==> src/hw/rtl/matrix_chain_order_dp_assert.svh <==
// Assertion macros used by the matrix chain order RTL.
`ifndef MATRIX_CHAIN_ORDER_DP_ASSERT_SVH
`define MATRIX_CHAIN_ORDER_DP_ASSERT_SVH

// The condition must hold at every clock edge outside reset.
`define MCOD_ASSERT_ALW(label, clk, rst, cond, msg) \
   label: assert property (@(posedge clk) disable iff (rst) (cond)) else $error(msg);

// The consequent must hold in the same cycle as the antecedent.
`define MCOD_ASSERT_IMP(label, clk, rst, ante, cons, msg) \
   label: assert property (@(posedge clk) disable iff (rst) (ante) |-> (cons)) \
      else $error(msg);

// The consequent must hold in the cycle after the antecedent.
`define MCOD_ASSERT_NXT(label, clk, rst, ante, cons, msg) \
   label: assert property (@(posedge clk) disable iff (rst) (ante) |=> (cons)) \
      else $error(msg);

`endif

==> src/hw/rtl/mcod_pkg.sv <==
// Package with widths, types and constants of the matrix chain order block.
`timescale 1ns / 1ps
`default_nettype none
package mcod_pkg;

   localparam int MAX_MATRICES_DEF = 16;

   localparam int DIM_W   = 12;
   localparam int COST_W  = 40;
   localparam int SPLIT_W = 4;
   localparam int TOTAL_W = 5;
   localparam int PROD1_W = 2 * DIM_W;
   localparam int PROD_W  = 3 * DIM_W;

   localparam logic [COST_W-1:0] COST_SAT = {COST_W{1'b1}};

   typedef enum logic [2:0] {
      ST_LOAD,
      ST_SETUP,
      ST_ISSUE,
      ST_DRAIN,
      ST_FETCH,
      ST_DONE
   } state_type;

   // Sequencer strobes toward the evaluation pipeline.
   typedef struct packed {
      logic setup;
      logic issue;
      logic last;
      logic a_zero;
   } ctl_type;

   typedef struct packed {
      logic rd_a;
      logic rd_b;
      logic wr;
   } dim_cmd_type;

   typedef struct packed {
      logic rd_a;
      logic rd_b;
      logic rd_s;
      logic wr;
   } tbl_cmd_type;

endpackage
`default_nettype wire

==> src/hw/rtl/mcod_eval.sv <==
// Split evaluation pipeline: partial costs, dimension product, running minimum.
`timescale 1ns / 1ps
`default_nettype none
module mcod_eval #(
   parameter int  MAX_MATRICES = mcod_pkg::MAX_MATRICES_DEF,
   localparam int IDX_W = $clog2(MAX_MATRICES)
) (
   input  logic                        clock,
   input  logic                        reset,
   input  mcod_pkg::ctl_type           ctl,
   input  logic [IDX_W-1:0]            k,
   input  logic [mcod_pkg::DIM_W-1:0]  dim_a,
   input  logic [mcod_pkg::DIM_W-1:0]  dim_b,
   input  logic [mcod_pkg::COST_W-1:0] cost_a,
   input  logic [mcod_pkg::COST_W-1:0] cost_b,
   output logic                        done,
   output logic [mcod_pkg::COST_W-1:0] best,
   output logic [IDX_W-1:0]            best_k
);

   localparam int CW = mcod_pkg::COST_W;

   logic                          setup_q_ff;
   logic [mcod_pkg::DIM_W-1:0]    pi_ff;
   logic [mcod_pkg::DIM_W-1:0]    pj_ff;

   logic                          s0_valid_ff;
   logic                          s0_last_ff;
   logic                          s0_az_ff;
   logic [IDX_W-1:0]              s0_k_ff;

   logic                          s1_valid_ff;
   logic                          s1_last_ff;
   logic [IDX_W-1:0]              s1_k_ff;
   logic [mcod_pkg::PROD1_W-1:0]  prod1_ff;
   logic [mcod_pkg::PROD1_W-1:0]  prod1_in;
   logic [CW-1:0]                 sab1_ff;
   logic [CW-1:0]                 sab1_in;

   logic                          s2_valid_ff;
   logic                          s2_last_ff;
   logic [IDX_W-1:0]              s2_k_ff;
   logic [mcod_pkg::PROD_W-1:0]   prod_ff;
   logic [mcod_pkg::PROD_W-1:0]   prod_in;
   logic [CW-1:0]                 sab2_ff;

   logic [CW-1:0]                 best_ff;
   logic [CW-1:0]                 best_in;
   logic [IDX_W-1:0]              best_k_ff;
   logic [IDX_W-1:0]              best_k_in;
   logic                          done_ff;

   logic [CW-1:0]                 ca;
   logic [CW-1:0]                 cb;
   logic [CW:0]                   sum_ab;
   logic [CW:0]                   sum_c;
   logic [CW-1:0]                 cand;

   // Stage 1 works on the registered memory data. A single matrix costs zero,
   // so the diagonal halves of the split are forced to zero here.
   always_comb begin
      ca       = s0_az_ff ? '0 : cost_a;
      cb       = s0_last_ff ? '0 : cost_b;
      sum_ab   = {1'b0, ca} + {1'b0, cb};
      sab1_in  = sum_ab[CW] ? mcod_pkg::COST_SAT : sum_ab[CW-1:0];
      prod1_in = mcod_pkg::PROD1_W'(pi_ff) * mcod_pkg::PROD1_W'(dim_a);
      prod_in  = mcod_pkg::PROD_W'(prod1_ff) * mcod_pkg::PROD_W'(pj_ff);
      sum_c    = {1'b0, sab2_ff} + (CW + 1)'(prod_ff);
      cand     = sum_c[CW] ? mcod_pkg::COST_SAT : sum_c[CW-1:0];
   end

   // Splits arrive in rising k, and a tie replaces the best, so the later k wins.
   always_comb begin
      best_in   = best_ff;
      best_k_in = best_k_ff;
      if (ctl.setup) begin
         best_in = mcod_pkg::COST_SAT;
      end else if (s2_valid_ff && (best_ff >= cand)) begin
         best_in   = cand;
         best_k_in = s2_k_ff;
      end
   end

   always_ff @(posedge clock) begin
      if (reset) begin
         setup_q_ff  <= 1'b0;
         s0_valid_ff <= 1'b0;
         s1_valid_ff <= 1'b0;
         s2_valid_ff <= 1'b0;
         done_ff     <= 1'b0;
      end else begin
         setup_q_ff  <= ctl.setup;
         s0_valid_ff <= ctl.issue;
         s1_valid_ff <= s0_valid_ff;
         s2_valid_ff <= s1_valid_ff;
         done_ff     <= s2_valid_ff && s2_last_ff;
      end
   end

   always_ff @(posedge clock) begin
      if (setup_q_ff) begin
         pi_ff <= dim_a;
         pj_ff <= dim_b;
      end
      s0_last_ff <= ctl.last;
      s0_az_ff   <= ctl.a_zero;
      s0_k_ff    <= k;
      s1_last_ff <= s0_last_ff;
      s1_k_ff    <= s0_k_ff;
      prod1_ff   <= prod1_in;
      sab1_ff    <= sab1_in;
      s2_last_ff <= s1_last_ff;
      s2_k_ff    <= s1_k_ff;
      prod_ff    <= prod_in;
      sab2_ff    <= sab1_ff;
      best_ff    <= best_in;
      best_k_ff  <= best_k_in;
   end

   assign done   = done_ff;
   assign best   = best_ff;
   assign best_k = best_k_ff;

endmodule
`default_nettype wire

==> config.mk <==
export PLATFORM = sky130hd
export DESIGN_NAME = mcod_eval
export DESIGN_NICKNAME = d
export VERILOG_FILES = /design/src/hw/rtl/matrix_chain_order_dp_assert.svh /design/src/hw/rtl/mcod_pkg.sv /design/src/hw/rtl/mcod_eval.sv
export SDC_FILE = /design/constraint.sdc
export NUM_CORES = 2
export LEC_CHECK = 0
export BUFFER_PORTS_ARGS = -buffer_cell sky130_fd_sc_hd__buf_2
export CELL_PAD_IN_SITES_DETAIL_PLACEMENT = 1
export CELL_PAD_IN_SITES_GLOBAL_PLACEMENT = 1
export CORE_UTILIZATION = 52
export DETAILED_ROUTE_END_ITERATION = 8
export GPL_ROUTABILITY_DRIVEN = 0
export MAX_ROUTING_LAYER = met4
export PLACE_DENSITY = 0.86
export RECOVER_POWER = 50
export SYNTH_ARGS = -nofsm -noshare
export SYNTH_HDL_FRONTEND = slang
export SYNTH_SLANG_ARGS = --single-unit
==> constraint.sdc <==
create_clock -name clock -period 10.9 [get_ports clock]
set_clock_uncertainty 0.1 [all_clocks]
set_input_delay 1.635 -clock clock [delete_from_list [all_inputs] [get_ports clock]]
set_output_delay 1.635 -clock clock [all_outputs]
set_load 0.005 [all_outputs]
* After elaboration in Yosys (flattened, before gate mapping) *
Index checks and enable logic that the tools add are counted.
W data, S select, Z words.

storage, ports and cells
  flip-flop bits (word level) = 229
  latch bits = 0
  bits in writable memories = 0
  bits in read-only memories = 0
  input port bits = 114
  output and inout bits = 45
  logic and storage cells = 32
  memories = 0

cells by class
  add/sub/neg operators = 2
  $mul = 2
  div/mod/pow operators = 0
  order comparisons = 1
  eq/ne operators = 0
  shift operators = 0
  muxes and demuxes = 3
  bitwise logic cells = 1
  reduce and logical (&&, ||, !) cells = 3

operators with widths
  cell                 number
  $mux W40             3
  $add A40 B36 Y41     1
  $add A40 B40 Y41     1
  $ge A40 B40 Y1       1
  $mul A24 B12 Y36     1
  $mul A12 B12 Y24     1
  $logic_and A1 B1 Y1  2
  $reduce_and A2 Y1    1
  $not A1 Y1           1

* Logic depth before layout (Yosys ltp) *
  word-level depth = 5
  gate-level depth with buffers = 24
  gate-level depth less buffers = 21

* Worst setup path after synthesis *
Ideal clock, no wire load.

  path type = input-to-reg
  start = in dim_a[3] in the netlist's numbering
  end = reg prod1_ff[23] in the netlist's numbering
  setup time = 72 ps
  arrival = 6210 ps
  data required time = 10728 ps
  slack = 4518 ps
  stages = 20
  buffers on the path = 1
  cell sequence = clkbuf_1 > nand2_1 > fa_1 > inv_1 > fa_1 > fa_1 > inv_1 > fa_1 > inv_1 > fa_1 > ha_1 > a21oi_1 > nand2b_1 > a211oi_1 > o31ai_1 > nand2_1 > o211ai_1 > a31o_2 > a21oi_1 > xnor2_1

on the way
  cells in the longest elaborated chain, start to end = 1

ends and longest elaborated chain
  what                    line              source
  start: declaration      mcod_eval.sv:12   input logic [mcod_pkg::DIM_W-1:0] dim_a,
  $mul A12 B12 Y24        mcod_eval.sv:66   prod1_in = mcod_pkg::PROD1_W'(pi_ff) * mcod_pkg::PROD1_W'(dim_a);
  net prod1_in, one bit   mcod_eval.sv:36   logic [mcod_pkg::PROD1_W-1:0] prod1_in;
  end signal: assignment  mcod_eval.sv:110  prod1_ff <= prod1_in;
  end: declaration        mcod_eval.sv:35   logic [mcod_pkg::PROD1_W-1:0] prod1_ff;

The timed path passes the listed nets, and every way through them passes these cells.
A chain may end at the register's enable or synchronous reset.

* Final worst setup path *
  start = in dim_a[4] in the netlist's numbering
  end = reg prod1_ff[23] in the netlist's numbering

The elaborated chain is that of the path after synthesis.

==> flow_summary_export.csv <==
group,metric,value,unit
worst_setup_path,critPathCaptureType,"flip-flop",
clock_network,root_buffer,"clkbuf_16",
worst_setup_path,r2r_slack,4.27,ns
floorplanning,start_util,53.08,%
global_routing,grt_overflow,0,
sta,tightest_slew,2.099,ns
outcome,status,"finished with violations",
floorplanning,io-pin-count,159,
drt,wl_per_cell,20.43,µm
logic_synthesis,synth_cells,2821,
sta,slew_violations,67,
drt,vias,20040,
global_routing,grt_pass1_vias,23040,
cells_and_area,mostFrequentLayoutCell,"nand2_1",
global_routing,antenna_found_initial,1,
clock_network,cts_tree,"yes",
sta,setup_viol,0,
global_routing,grt_max_degree,49,
clock_network,ctsHoldBuffers,0,
clock_network,worstSkewPairLatency,0.59,ns
worst_setup_path,cp_max_fo,13,
worst_setup_path,crit_slowest_cell,"fa_1",
cells_and_area,final_cell_mix,"417 x nand2_1, 402 x inv_1, 322 x fa_1",
run,cap_violations,2,
logic_synthesis,synthArstFlopShare,0,%
sta,hold_violations,0,
clock_network,ctsResizeCount,0,
cells_and_area,area_delta_synth_final,7.772,%
placement,pre_cts_slack,3.953,ns
logic_synthesis,ys_warn_count,0,
global_routing,track_usage,30.97,%
drt,vias_per_cell,5.688,
floorplanning,die_y,220.9,µm
cells_and_area,drive_above_1_share,7.542,%
outcome,violations,"capacitance limit, slew limit",
sta,period_needed,6.647,ns
sta,fin_crit_sh,60.98,%
floorplanning,die_w,220.9,µm
placement,post-dp-hpwl,57110,µm
logic_synthesis,syn-num-nets,3509,
logic_synthesis,syn_area_per_cell,8.834,µm²
logic_synthesis,synth_top_cells_by_area,"fa_1 26%, dfxtp_1 16%, ha_1 13%, nand2_1 6.3%, inv_1 6.1%",
sta,holdWs,0.2259,ns
floorplanning,num_rows,79,
clock_network,cts_max_path_buffers,3,
worst_setup_path,cp_cell_sequence,"clkbuf_1 -> nand2_1 -> fa_1 -> inv_1 -> fa_1 -> fa_1 -> inv_1 -> fa_1 -> inv_1 -> fa_1 -> ha_1 -> a21oi_1 -> nand2b_1 -> a211oi_1 -> o31ai_1 -> nand2_1 -> o211ai_1 -> a31o_2 -> a21oi_1 -> xnor2_1",
logic_synthesis,ys_seq_area_share,19.52,%
logic_synthesis,yosysUniqueCellTypes,70,
clock_network,clkTransAtPathRegs,0.07,ns
logic_synthesis,synth_top_area_share,25.87,%
global_routing,grt_pass1_wl,118500,µm
drt,routed_wl,71980,µm
drt,first_iter_violations,1030,
sta,clock.fmax,150.5,MHz
logic_synthesis,synth-edff-count,28,
drt,drt-pass1-iter-count,5,
logic_synthesis,ys_ff_latch,229,
cells_and_area,fillers,5554,
worst_setup_path,critical_path.top_delay_family,"adder cells",
worst_setup_path,crit_buf_inv,4,
floorplanning,core_region_area,46950,µm²
placement,io_buffers,158,
cells_and_area,regArea,4865,µm²
drt,drtAntennaViolNets,0,
cells_and_area,diodes,0,
sta,relSlewSlack,-39.91,%
logic_synthesis,syn_area,24920,µm²
logic_synthesis,synth_top_area_cell,"fa_1",
worst_setup_path,cpPeakStageDelay,0.56,ns
clock_network,postCtsSetupBuffers,0,
drt,drc,0,
cells_and_area,fin_nets,3584,
min_path,hold_path.class,"reg -> reg",
floorplanning,dieArea,48810,µm²
sta,rsz0062_at_grt,"no",
worst_setup_path,crit_top_cell,"fa_1",
clock_network,htreeDepth,1,
logic_synthesis,ys.flop_type,"dfxtp_1",
cells_and_area,multiInputGateArea,18060,µm²
worst_setup_path,worstSetupPathType,"in -> reg",
worst_setup_path,cp.arrival,7.05,ns
worst_setup_path,worstPathRequired,11.30,ns
sta,setup_slack,4.253,ns
sta,finalSetupTns,0,ns
worst_setup_path,crit_path_start_kind,"input pin",
clock_network,clock-sinks,229,
clock_network,numCtsBuffers,27,
==> state kept, by name, summed over array words and instances (netlist names), 4 cells and up <==
signal and count:
pj_ff 12, s1_k_ff 4, pi_ff 12, s0_k_ff 4, best 40, prod1_ff 24, sab1_ff 40, best_k 4
sab2_ff 40, prod_ff 36, s2_k_ff 4
==> cell families after synthesis <==
| logic type | Yosys count | share of synthesized area [%] |
|---|---|---|
| and+or+nand+nor | 936 | 18.04 |
| adders and majority gates | 574 | 38.52 |
| DFF | 229 | 19.52 |
| AOI/OAI and AO/OA | 448 | 11.87 |
| muxes | 6 | 0.2560 |
| xor gates and xnor gates | 107 | 3.760 |
| buffers and inverters | 521 | 8.033 |
==> final cells by class <==
cell class / instances / area share (%)
clock buffers: 32 / 2.623
clock inverters: 18 / 0.6242
flip-flops and latches: 229 / 18.11
multi-input cells: 2071 / 67.24
inverters: 402 / 5.618
well taps: 607 / 2.828
repair buffers: 165 / 2.958
==> per-stage QoR <==
step / cells / utilization [%] / area (µm²)
after CTS: 3524 / 57.31 / 26910
after global placement: 3474 / 55.45 / 26040
after global routing: 3524 / 57.20 / 26860
final: 3524 / 57.20 / 26860
after detailed placement: 3474 / 55.45 / 26040
after floorplan: 2821 / - / 24920
==> synth_stat cells (11+ instances only) <==
| cell type | count |
|---|---|
| dfxtp_1 | 201 |
| nand4_1 | 18 |
| inv_1 | 402 |
| clkbuf_1 | 104 |
| xnor2_1 | 71 |
| a31oi_1 | 14 |
| or2_2 | 25 |
| xor2_1 | 36 |
| nand2b_1 | 27 |
| o21bai_1 | 11 |
| a211oi_1 | 16 |
| fa_1 | 322 |
| o22a_1 | 12 |
| o21a_1 | 17 |
| o21ai_0 | 71 |
| nor3_1 | 21 |
| nand2_1 | 417 |
| a21oi_1 | 130 |
| nor2b_1 | 98 |
| and3_1 | 12 |
| edfxtp_1 | 28 |
| nand3_1 | 26 |
| a21o_1 | 102 |
| and2_1 | 139 |
| ha_1 | 252 |
| nor2_1 | 120 |
==> worst register-to-register path, stage by stage (launching register included) <==
cell      delay [ns]
edfxtp_1        0.99
nand2_1         0.23
fa_1            0.55
fa_1            0.53
inv_1           0.05
fa_1            0.46
fa_1            0.55
inv_1           0.06
fa_1            0.55
inv_1           0.06
ha_1            0.35
a21o_1          0.18
or3_1           0.30
a21oi_1         0.19
o21ba_2         0.24
nor3_1          0.09
o21ai_0         0.35
nand2_1         0.13
o41ai_1         0.36
xnor2_1         0.16
==> per-layer routing <==
metal  up-vias  routed length, µm  global-route usage (%)
met2       508              37440                   55.86
li1       9170                  -                       -
met3       162               2829                   2.722
met4         0               2153                   8.482
met5         -                  0                       -
met1     10200              29560                   36.89
==> path summary, 6_finish.rpt <==
check	startpoint	endpoint	cells past startpoint
max	dim_a[4]	prod1_ff[23]	20
min	sab1_ff[7]	sab2_ff[7]	0
max reg2reg	pj_ff[5]	prod_ff[35]	19
min reg2reg	sab1_ff[7]	sab2_ff[7]	0
Power is left out: the tool's default activity adds up to more than one toggle a clock period on the data nets, which glitch-free logic cannot reach.
