`config.mk`:
```
export PLATFORM = sky130hd
export DESIGN_NAME = mcod_dim_mem
export DESIGN_NICKNAME = d
export VERILOG_FILES = /design/src/hw/rtl/matrix_chain_order_dp_assert.svh /design/src/hw/rtl/mcod_pkg.sv /design/src/hw/rtl/mcod_dim_mem.sv
export SDC_FILE = /design/constraint.sdc
export NUM_CORES = 1
export LEC_CHECK = 0
export BUFFER_PORTS_ARGS = -buffer_cell sky130_fd_sc_hd__buf_2
export CELL_PAD_IN_SITES_DETAIL_PLACEMENT = 1
export CELL_PAD_IN_SITES_GLOBAL_PLACEMENT = 2
export CORE_AREA = 10 10 165 167
export DETAILED_ROUTE_END_ITERATION = 6
export DIE_AREA = 0 0 175 177
export PLACE_DENSITY = 0.79
export SLEW_MARGIN = 20
export SYNTH_ARGS = -nofsm -noshare
export SYNTH_HDL_FRONTEND = slang
export SYNTH_SLANG_ARGS = --single-unit
```
`constraint.sdc`:
```
create_clock -name clock -period 2 [get_ports clock]
set_clock_uncertainty 0.15 [all_clocks]
set_input_delay 0.3 -clock clock [delete_from_list [all_inputs] [get_ports clock]]
set_output_delay 0.3 -clock clock [all_outputs]
set_load 0.03 [all_outputs]
```
`src/hw/rtl/matrix_chain_order_dp_assert.svh`:
```
// Assertion macros used by the matrix chain order RTL.
`ifndef MATRIX_CHAIN_ORDER_DP_ASSERT_SVH
`define MATRIX_CHAIN_ORDER_DP_ASSERT_SVH

// The condition must hold at every clock edge outside reset.
`define MCOD_ASSERT_ALW(label, clk, rst, cond, msg) \
   label: assert property (@(posedge clk) disable iff (rst) (cond)) else $error(msg);

// The consequent must hold in the same cycle as the antecedent.
`define MCOD_ASSERT_IMP(label, clk, rst, ante, cons, msg) \
   label: assert property (@(posedge clk) disable iff (rst) (ante) |-> (cons)) \
      else $error(msg);

// The consequent must hold in the cycle after the antecedent.
`define MCOD_ASSERT_NXT(label, clk, rst, ante, cons, msg) \
   label: assert property (@(posedge clk) disable iff (rst) (ante) |=> (cons)) \
      else $error(msg);

`endif

```
`src/hw/rtl/mcod_pkg.sv`:
```
// Package with widths, types and constants of the matrix chain order block.
`timescale 1ns / 1ps
`default_nettype none
package mcod_pkg;

   localparam int MAX_MATRICES_DEF = 16;

   localparam int DIM_W   = 12;
   localparam int COST_W  = 40;
   localparam int SPLIT_W = 4;
   localparam int TOTAL_W = 5;
   localparam int PROD1_W = 2 * DIM_W;
   localparam int PROD_W  = 3 * DIM_W;

   localparam logic [COST_W-1:0] COST_SAT = {COST_W{1'b1}};

   typedef enum logic [2:0] {
      ST_LOAD,
      ST_SETUP,
      ST_ISSUE,
      ST_DRAIN,
      ST_FETCH,
      ST_DONE
   } state_type;

   // Sequencer strobes toward the evaluation pipeline.
   typedef struct packed {
      logic setup;
      logic issue;
      logic last;
      logic a_zero;
   } ctl_type;

   typedef struct packed {
      logic rd_a;
      logic rd_b;
      logic wr;
   } dim_cmd_type;

   typedef struct packed {
      logic rd_a;
      logic rd_b;
      logic rd_s;
      logic wr;
   } tbl_cmd_type;

endpackage
`default_nettype wire

```
`src/hw/rtl/mcod_dim_mem.sv`:
```
// Dimension store: one write port and two registered read ports.
`timescale 1ns / 1ps
`default_nettype none
module mcod_dim_mem #(
   parameter int  MAX_MATRICES = mcod_pkg::MAX_MATRICES_DEF,
   localparam int SLOTS = MAX_MATRICES + 1,
   localparam int DAW = $clog2(SLOTS)
) (
   input  logic                       clock,
   input  mcod_pkg::dim_cmd_type      cmd,
   input  logic [DAW-1:0]             wr_addr,
   input  logic [mcod_pkg::DIM_W-1:0] wr_data,
   input  logic [DAW-1:0]             rd_a_addr,
   input  logic [DAW-1:0]             rd_b_addr,
   output logic [mcod_pkg::DIM_W-1:0] rd_a_data,
   output logic [mcod_pkg::DIM_W-1:0] rd_b_data
);

   logic [mcod_pkg::DIM_W-1:0] store_ff [SLOTS];
   logic [mcod_pkg::DIM_W-1:0] rd_a_ff;
   logic [mcod_pkg::DIM_W-1:0] rd_b_ff;

   always_ff @(posedge clock) begin
      if (cmd.wr) begin
         store_ff[wr_addr] <= wr_data;
      end
      if (cmd.rd_a) begin
         rd_a_ff <= store_ff[rd_a_addr];
      end
      if (cmd.rd_b) begin
         rd_b_ff <= store_ff[rd_b_addr];
      end
   end

   assign rd_a_data = rd_a_ff;
   assign rd_b_data = rd_b_ff;

endmodule
`default_nettype wire

```
Word level (Yosys, flattened, before mapping)
Memories as Yosys holds them, arrays and structs flattened. A register that Yosys moved wholly into a read port is not among the register bits.
Cells that the tools add are included.
W data, S select, Z words.
{ "totals": {"reg_bits": 0, "mem_bits_rw": 204, "inputBits": 31, "out_inout_bits": 24, "elab_cells": 3, "n_memories": 1} }
{ "op_classes": {"mux": 2} }
{ "mem_list": {"columns": ["memory", "depth", "width", "rd", "rd_ports_with_merged_regs", "write_ports", "line", "rtl"], "rows": [
  ["store_ff", 17, 12, 2, 2, 1, "mcod_dim_mem.sv:19", "logic [mcod_pkg::DIM_W-1:0] store_ff [SLOTS];"]
]} }
{ "op_table": {"columns": ["cell", "count"], "rows": [
  ["$mux W1", 2]
]} }

Logic depth before layout (Yosys ltp)
Gate-level depths: netlist of run 1.
{ "logic_depth": {"ltp_word": 2, "ltp_mapped": 5, "ltp_nobuf": 3} }

Least setup slack after synthesis of run 1
OpenSTA, ideal clock, no wires.
{ "synth_timing": {"path_type": "input port to flip-flop", "startpoint": "input port wr_addr[3]", "endpoint": "memory store_ff[12][0] (netlist name) (enable)", "setup_ns": 0.396, "t_arrival_ns": 1.462, "required_time_ns": 1.454, "path_slack_ns": -0.008, "stages": 3, "n_path_buf": 0, "path_cell_list": "nor2b_1 > nand3_1 > nor3_1"} }
{ "synth_rtl": {"columns": ["element", "line", "rtl"], "rows": [
  ["start: declaration", "mcod_dim_mem.sv:11", "input logic [DAW-1:0] wr_addr,"],
  ["end: declaration", "mcod_dim_mem.sv:19", null]
]} }
Straight into the memory's write port.

==> results of run 1 <==
## where the power goes
| part | internal [mW] | switching (mW) |
|---|---|---|
| clock network | 2.80 | 1.83 |
| logic | 0.403 | 0.518 |
| registers | 5.36 | 0.0412 |
## final cells by class
type,instances,share of cell area (%)
well taps,324,3.34
diodes,1,0.0206
multi-input cells,226,25.7
flip-flops and latches,228,56.4
inverters,2,0.0618
clock buffers,27,5.22
repair buffers,98,7.67
clock inverters,17,1.62
## worst reg2reg max path, delay by kind of cell (launching register included)
kind / cells / cell delay [ns]
muxes: 2 / 0.72
AOI/OAI and AO/OA: 1 / 0.13
DFF: 1 / 0.43
## through the flow
step	worst slack [ns]	cells	instance area [um2]
2_1_floorplan	0.00273	491	10200
3_3_place_gp	0.0430	877	11300
3_5_place_dp	0.00775	877	11300
4_1_cts	0.315	922	12100
5_1_grt	0.275	922	12100
6_report	0.302	923	12100
## metal layers
layer  wire length [um]  share of wire [%]
met4                869                3.0
met1              10900                 38
met3               2070                7.2
met5                  0                  0
met2              14900                 52
## cell families after synthesis
logic type             Yosys count  share of synthesized area [%]
and+or+nand+nor                 58                           2.52
DFF                            228                           67.2
AOI/OAI and AO/OA               48                           4.27
muxes                          120                           23.6
buffers and inverters           37                           2.44
## flip-flops by register name, indices dropped and copies added, names as in the netlist
| register | flops |
|---|---|
| store_ff | 204 |
| rd_a_data | 12 |
| rd_b_data | 12 |
## placed cells by master, fill, tap and decap left out, drive strengths merged
master       count
a221oi          24
and4b            1
buf             97
bufinv           4
clkbuf          27
clkinv          12
clkinvlp         1
diode            1
dlygate4sd3      1
edfxtp         228
inv              2
mux2i           24
mux4            96
nand2            3
nand2b           4
nand3            2
nor2            38
nor2b            4
nor3             4
o22ai           24
or2              2
## how the worst min path moves through the flow
stage	to	from	depth (start not counted)	slack, ns
after floorplan	store_ff[0][0]	wr_data[0]	0	0.25
after global placement	rd_b_data[6]	store_ff[16][6]	2	0.52
after detailed placement	rd_b_data[0]	store_ff[16][0]	2	0.53
after CTS	store_ff[0][4]	wr_data[4]	1	0.004
after global routing	store_ff[16][4]	wr_data[4]	1	0.03
final	store_ff[15][6]	wr_data[6]	1	0.01
## timing repair
item	in CTS	in global routing
hold buffers	1	0
setup endpoints to repair	0	0
endpoints found under the hold margin	4	0
setup buffers	0	0
gates resized for setup	0	0
==> metrics, run 1 <==
outcome completed; worst-path cell chain mux4_2 > mux2i_1 > a221oi_2; Gate Count Post-Synth approximately 500; CP max-delay cell mux4_2; top post-synthesis cells by area edfxtp_1 (67%), mux4_2 (21%), mux2i_1 (2.4%), a221oi_2 (1.8%), o22ai_1 (1.5%); crit path launch type register; cell family with most CP delay multiplexers; minimum clock period after layout 1.70 ns; fin. max-slew vios 0; first-pass GRT wire length between 40000 and 50000 um; top post-synthesis cells by count edfxtp_1 (228), mux4_2 (96), nor2_1 (38); # DRC 0; reg2reg path depth 3; Max Root-Sink Buffers 3; worst setup path start store_ff[7][11]; WS Path Type reg -> reg; most common cell in the netlist edfxtp_1; CTS Buf Count 24; Reg2Reg Setup Slack around 0.30 ns; Max-slew headroom between 60% and 70%; total power 10.9 mW; clock root buffer clkbuf_16; Worst EP arrival 1.79 ns; RSZ-0062 raised after global routing false; Synth area leader edfxtp_1; port bufs 54; Die H 177 um; synth-to-layout area growth 19.1%; die area 31000 um2; DP HPWL 18100 um; Slew @ Worst Pin 0.490 ns; Crit Reg-Reg Startpoint store_ff[7][11]; setup violators final 0; Initial DRC Count 618; end-of-flow core utilization slightly above 50%; vias in the first global route 6237; Detail Route Antenna Nets 0; VDD IR-drop max around 0.00064 V; Buf+Inv Stages, Crit Path 0; Syn Nets ~520; total track usage 18.5%; FF/Latch Area 6850 um2; worst skew pair latency 0.52 ns; synth warn 0; Layout Nets just over 600; library cells used by synthesis 20; Synth top area share ~67%; htree depth 1; static leakage power around 4.0 nW; # rows 57; Max Freq 0.589 GHz; worst-path maximum fanout 2; Primary FF master, synth edfxtp_1; GP Congestion just over 0.8; TNS Setup 0 ns; total congestion overflow 0; Final Hold Fails 0; clk sink count 228; DR pass1 iterations 5; pin count of the biggest net entering global routing 25; Hold WC Path Type in -> reg; CP Depth 3; Initial Utilization 42.5%; Max-Cap Viols 0; DR vias/cell 6.19; CP endpoint rd_b_data[11]; GR Layer Usage met1 22.7%; die width 175 um; multi-input logic area between 3000 and 4000 um2; vias 5711; number of synthesized flops with an enable pin about 230; Routed WL ~29000 um; Setup crit end kind register; met2 Use GR 32.4%; FF+latch count, synth 228; Synth Cell Area 10200 um2; initial antenna violation count 1; Async S/R FF share, synth 0%; CTS tree yes; layout cells sized above 1 42.1%; io pins 55; wire per inst 31.2 um; syn avg cell area 20.8 um2; M3 GR Usage 3.78%; fillcell total 2193; final hold slack 0.0147 ns; max incr delay on CP 0.48 ns; PwrDens roughly 900 nW/um2; Worst R2R End rd_b_data[11]; Core ar. 24000 um2; CP required about 2.1 ns; clock-pin slew on the worst setup and hold paths 0.06 ns; sequential area share after synthesis 67.2%; final worst path period share roughly 85%; grt peak-use layer met2
Power figures use the tool's default switching activity.
==> inputs of run 2 (changes only) <==
Clock period 2 ns to 1.4 ns, I/O delays scaled along.
==> run 2 against run 1 <==
Net effect: the flow now finishes with violations (negative setup slack); worst setup slack worse by 0.54 ns; sequential share of layout area is 3.8 points lower; non-clock buffer count is 38 higher; global-route usage is 0.33 points higher; largest cell class unchanged; largest power group unchanged.
==> metrics, run 2 (same netlist as run 1, synthesis figures left out) <==
total power 15.8 mW (+45%); Max-Cap Viols 0 (unchanged); commonest non-fill, non-tap cells in the layout edfxtp_1 (228), mux4_2 (96), buf_12 (37), buf_4 (33), buf_2 (29); Initial Utilization 42.5% (unchanged); Sw Share 21.7% (-0.15 points); PwrDens 1220 nW/um2 (+35%); # DRC 0 (unchanged); Design Area, Final 13000 um2 (+7.3%); die area 31000 um2 (unchanged); Endpoint, Worst Hold rd_a_data[6]; total congestion overflow 0 (unchanged); total track usage 18.9% (+0.33 points); Largest Register store_ff; worst skew pair latency 0.52 ns (about the same); RSZ-0062 raised after global routing true; WS Path Type reg -> reg; leading cell type in the layout, fill and taps excluded edfxtp_1; die width 175 um (unchanged); clock root buffer clkbuf_16; fin. max-slew vios 0 (unchanged); non-filler cells, final 961 (+4.1%); static leakage power 4.26 nW (+6.9%); CTS tree yes; Buf+Inv Stages, Crit Path 0 (unchanged); VDD IR-drop max 0.000708 V (+11%); synth-to-layout area growth 27.8%; outcome complete, but fails checks; crit path launch type register; Initial DRC Count 666 (+7.8%); final worst path period share 117% (+32 points); Worst EP arrival 1.75 ns (-0.04 ns); Worst R2R End rd_a_data[8]; Hold WC Path Type in -> reg; # rows 57 (unchanged); CP max-delay cell mux4_2; CP Depth 3 (unchanged); Max-slew headroom 64.9% (-2.5 points); initial antenna violation count 1 (unchanged); GP Congestion 0.851 (+5.1%); clk sink count 228 (unchanged); Reg2Reg Setup Slack -0.24 ns (-0.54 ns); max incr delay on CP 0.50 ns (+0.02 ns); Pint 12.4 mW (+45%); io pins 55 (unchanged); vias 5860 (+2.6%); postcts setup bufs 0 (unchanged); failing checks negative setup slack; wire per inst 30.7 um (-1.6%); setup violators final 44 (+44); reg2reg path depth 3 (unchanged); number of flip-flops in the largest register 204 (unchanged); CP required 1.52 ns (-0.57 ns); worst-path cell chain mux4_2 > o22ai_2 > a221oi_1; power share of the clock group 41.2% (-1.1 points); Max Root-Sink Buffers 3 (unchanged); Placed Area 11700 um2 (+3.8%); fillcell total 2113 (-3.6%); Slew @ Worst Pin 0.527 ns (+0.0368 ns); DP HPWL 18900 um (+4.3%); CTS Buf Count 24 (unchanged); worst hold stages 1 (unchanged); NetSw 3.43 mW (+44%); Core ar. 24000 um2 (unchanged); first-pass GRT wire length 42800 um (+1.6%); clock-pin slew on the worst setup and hold paths 0.06 ns (about the same); Setup crit end kind register; Layout Nets 649 (+6.2%); share of power burned in registers 48.7% (-0.6 points); minimum clock period after layout 1.64 ns (-0.0609 ns); post-placement cell count 903 (+3.0%); DR vias/cell 6.10 (-1.4%); htree depth 1 (unchanged); Routed WL 29500 um (+2.4%); hold path start cmd[2]; worst-path maximum fanout 2 (unchanged); pin count of the biggest net entering global routing 25 (unchanged); Detail Route Antenna Nets 0 (unchanged); cell family with most CP delay multiplexers; DR pass1 iterations 5 (unchanged); Final Hold Fails 0 (unchanged); Max Freq 0.611 GHz (+3.7%); port bufs 54 (unchanged); Crit Reg-Reg Startpoint store_ff[10][8]; vias in the first global route 6402 (+2.6%); Die H 177 um (unchanged); fin worst setup slack -0.237 ns (-0.539 ns); combinational power share 10.1% (+1.7 points); layout cells sized above 1 51.7% (+9.6 points)
==> run 2: power groups by stage <==
| stage | registers, mW | logic [mW] | clock network (mW) |
|---|---|---|---|
| after CTS | 7.72 | 1.56 | 6.62 |
| after floorplan | 7.93 | 0.753 | 0 |
| final | 7.72 | 1.61 | 6.52 |
| after global placement | 7.84 | 1.39 | 0 |
| after detailed placement | 7.85 | 1.43 | 0 |
| after global routing | 7.72 | 1.70 | 6.89 |
==> run 2: final cells by class <==
type / count / area [um2] / share of cell area [%]
well taps: 324 / 405 / 3.11
multi-input cells: 226 / 3420 / 26.3
flip-flops and latches: 228 / 6850 / 52.6
clock inverters: 14 / 163 / 1.25
diodes: 1 / 2.50 / 0.0192
inverters: 2 / 7.51 / 0.0576
repair buffers: 136 / 1530 / 11.8
clock buffers: 30 / 644 / 4.95
==> run 2: metal layers <==
layer / routed length [um] / track usage [%] / up-vias
li1: - / - / 2403
met1: 10700 / 22.9 / 3102
met2: 15900 / 33.8 / 307
met3: 2230 / 2.69 / 48
met4: 656 / 6.39 / 0
met5: 0 / 0 / -
==> run 2: repair_timing <==
item / in CTS / in global routing
gates resized for setup: 67 / 19
pin swaps: 16 / 6
hold endpoints to repair: 216 / 0
endpoints found under the setup margin: 48 / 48
hold buffers: 13 / 0
==> run 2: worst reg2reg max path, stage by stage (launching register included) <==
cell	delay (ns)
edfxtp_1	0.44
mux4_2	0.50
o22ai_2	0.19
a221oi_1	0.11
==> run 2: through the flow <==
stage / setup TNS, ns / hold WS, ns / setup slack [ns] / util [%]
floorplan: -37.69 / 0.159 / -0.228 / -
global placement: -36.65 / 0.438 / -0.452 / 49.0
detailed placement: -50.98 / 0.454 / -0.521 / 49.0
CTS: -5.42 / 0.0479 / -0.222 / 53.9
global route: -6.66 / 0.0425 / -0.259 / 54.4
finish: -5.08 / 0.0506 / -0.237 / 54.4
==> run 2: worst max path at each step <==
| stage | startpoint | to | slack [ns] |
|---|---|---|---|
| final | store_ff[10][8] | rd_a_data[8] | -0.24 |
| after global routing | store_ff[6][5] | rd_b_data[5] | -0.26 |
| after CTS | store_ff[13][8] | rd_a_data[8] | -0.22 |
| after detailed placement | rd_a_addr[2] | rd_a_data[8] | -0.52 |
| after global placement | rd_b_addr[0] | rd_b_data[5] | -0.45 |
| after floorplan | rd_b_addr[0] | rd_b_data[2] | -0.23 |
==> inputs of run 3 (changes only) <==
Settings changed: ABC_AREA from default to 1, CORE_AREA 10 10 165 167 to 10 10 190 192, DIE_AREA 0 0 175 177 to 0 0 200 202, PLACE_DENSITY 0.79 to 0.78.
==> run 3 against run 2 <==
Net effect: the run still ends with negative setup slack left; wire length up 42%; count of clock-buffer cells in the layout increased by 4; synthesized cell count grew 150%; highest routed layer unchanged.
==> metrics, run 3 <==
top sig layer met4; CP max-delay cell edfxtp_1; # DRC 0 (unchanged); Gate Count Post-Synth 1212 (+150%); Core ar. 32300 um2 (+35%); Synth Cell Area 11100 um2 (+8.9%); top post-synthesis cells by area edfxtp_1 (62%), nand2_1 (19%), nand3_1 (13%), buf_2 (2.0%), buf_6 (1.2%); Worst EP arrival 1.26 ns (-0.49 ns); Max Freq 0.618 GHz (+1.3%); Detail Route Antenna Nets 0 (unchanged); Crit Reg-Reg Startpoint store_ff[5][10]; die area 40400 um2 (+30%); wire per inst 23.4 um (-24%); Max-Cap Viols 0 (unchanged); synth-to-layout area growth 32.1%; total track usage 20.6% (+1.7 points); Max Root-Sink Buffers 3 (unchanged); worst setup path start rd_a_data[10]; library cells used by synthesis 13 (-35%); number of synthesized flops with an enable pin 228 (unchanged); cell family with most CP delay flip-flops; Synth top area share 61.7% (-5.5 points); CP Depth 1 (-2); port bufs 54 (unchanged); top post-synthesis cells by count nand2_1 (576), nand3_1 (296), edfxtp_1 (228); fin worst setup slack -0.217 ns (+0.0203 ns); Layout Nets 1362 (+110%); # rows 66 (+16%); pin count of the biggest net entering global routing 72 (+190%); Placed Area 12800 um2 (+8.9%); Synth area leader edfxtp_1; worst-path maximum fanout 1 (-1); Initial Utilization 34.4% (-8.2 points); FF+latch count, synth 228 (unchanged); outcome complete, but fails checks; most common cell in the netlist nand2_1; FF/Latch Area 6850 um2 (unchanged); PwrDens 1170 nW/um2 (-4.2%); Syn Nets 1243 (+140%); Setup crit end kind output port; clk sink count 228 (unchanged); synth warn 0 (unchanged); routed length on met3 2540 um (+14%); worst skew pair latency 0.54 ns (+0.02 ns); Slew @ Worst Pin 0.459 ns (-0.0683 ns); Primary FF master, synth edfxtp_1; Max-slew headroom 69.4% (+4.6 points); reg2reg path depth 9 (+6); final hold slack 0.0472 ns (-0.00345 ns); leading cell type in the layout, fill and taps excluded nand2_1; CTS tree yes; static leakage power 5.88 nW (+38%); Hold WC Path Type in -> reg; die width 200 um (+14%); htree depth 1 (unchanged); CP endpoint rd_a_data[10]; ant diodes 0 (-1); sequential area share after synthesis 61.7% (-5.5 points); clock-pin slew on the worst setup and hold paths 0.06 ns (about the same); Worst R2R End rd_b_data[10]; fillcell total 3612 (+71%); vias 9503 (+62%); commonest non-fill, non-tap cells in the layout nand2_1 (519), edfxtp_1 (228), nand3_1 (204), nand3_2 (91), nand2_2 (57); vias in the first global route 9941 (+55%); Async S/R FF share, synth 0% (unchanged); max incr delay on CP 0.51 ns (about the same); RSZ-0062 raised after global routing true; DR pass1 iterations 5 (unchanged); number of flip-flops in the largest register 204 (unchanged); layout cells sized above 1 27.3% (-24 points); M1 WL 18600 um (+74%); Reg2Reg Setup Slack -0.11 ns (+0.13 ns); failing checks negative setup slack; CTS Buf Count 28 (+17%); first-pass GRT wire length 62200 um (+45%); Initial DRC Count 866 (+30%); Buf+Inv Stages, Crit Path 1 (+1); crit path launch type register; fin. max-slew vios 0 (unchanged); GP Congestion 0.822 (-3.4%); total power 17.1 mW (+7.8%); Design Area, Final 14700 um2 (+12%); DR vias/cell 5.29 (-13%); minimum clock period after layout 1.62 ns (-0.0203 ns); Routed WL 42000 um (+42%); Die H 202 um (+14%); clock root buffer clkbuf_16; DP HPWL 26600 um (+41%); final worst path period share 116% (-1.5 points); met2 wire len 19800 um (+24%); worst-path cell chain buf_6; Final Hold Fails 0 (unchanged); initial antenna violation count 0 (-1); VDD IR-drop max 0.000957 V (+35%); setup violators final 30 (-32%); CP required 1.04 ns (-0.48 ns); syn avg cell area 9.15 um2 (-56%); multi-input logic area 4380 um2 (+28%); Largest Register store_ff; total congestion overflow 0 (unchanged); WS Path Type reg -> out; io pins 55 (unchanged)
run 3: changes by cell type after synthesis, sizes merged, moves of 13 or more:
cell,delta
buf,+47
o22ai,-24
a221oi,-24
inv,+13
nor2,-22
mux2i,-24
nand2,+573
mux4,-96
nand3,+294
run 3: power breakdown:
group,switching (mW),total (mW),internal (mW),leakage [nW]
logic,1.35,2.09,0.742,3.35
clock network,2.92,7.26,4.33,0.450
registers,0.0844,7.74,7.65,2.08
total,4.35,17.1,12.7,5.88
run 3: layout make-up:
class	instances	share of cell area, %
clock buffers	34	5.08
clock inverters	18	1.20
inverters	15	0.521
multi-input cells	889	29.9
flip-flops and latches	228	46.7
well taps	442	3.77
repair buffers	169	12.8
run 3: worst min path at each step:
stage                     cells past startpoint              to  slack, ns        startpoint
after floorplan                               0  store_ff[0][0]       0.16        wr_data[0]
after global placement                        2   rd_b_data[11]       0.38  store_ff[16][11]
after detailed placement                      2    rd_a_data[4]       0.38   store_ff[16][4]
after CTS                                     4   rd_b_data[11]       0.04      rd_b_addr[4]
after global routing                          4    rd_b_data[4]       0.08      rd_b_addr[4]
final                                         4   rd_b_data[11]       0.05      rd_b_addr[4]
run 3: metal layers:
metal	track usage [%]	up-vias
met5	0	-
met4	6.49	0
met3	3.17	56
met2	33.2	301
met1	27.6	4784
li1	-	4362
run 3: timing repair:
| action | CTS | global route |
|---|---|---|
| hold buffers | 14 | 0 |
| hold endpoints to repair | 228 | 0 |
| resized for setup | 59 | 142 |
| setup buffers | 8 | 2 |
| pin swaps | 20 | 138 |
| setup endpoints to repair | 33 | 48 |
run 3: kinds of logic after synthesis:
logic type    count (synthesis)  synth area share (%)
buf+inv                      95                  4.85
flops                       228                  61.7
simple gates                889                  33.4
run 3: per-stage QoR:
stage	TNS [ns]	util, %	cells	setup slack (ns)
after floorplan	-10.27	-	1212	-0.0731
after global placement	-26.73	39.6	1722	-0.352
after detailed placement	-29.99	39.6	1722	-0.342
after CTS	-3.06	43.5	1793	-0.220
after global routing	-4.34	45.4	1795	-0.218
final	-2.66	45.4	1795	-0.217
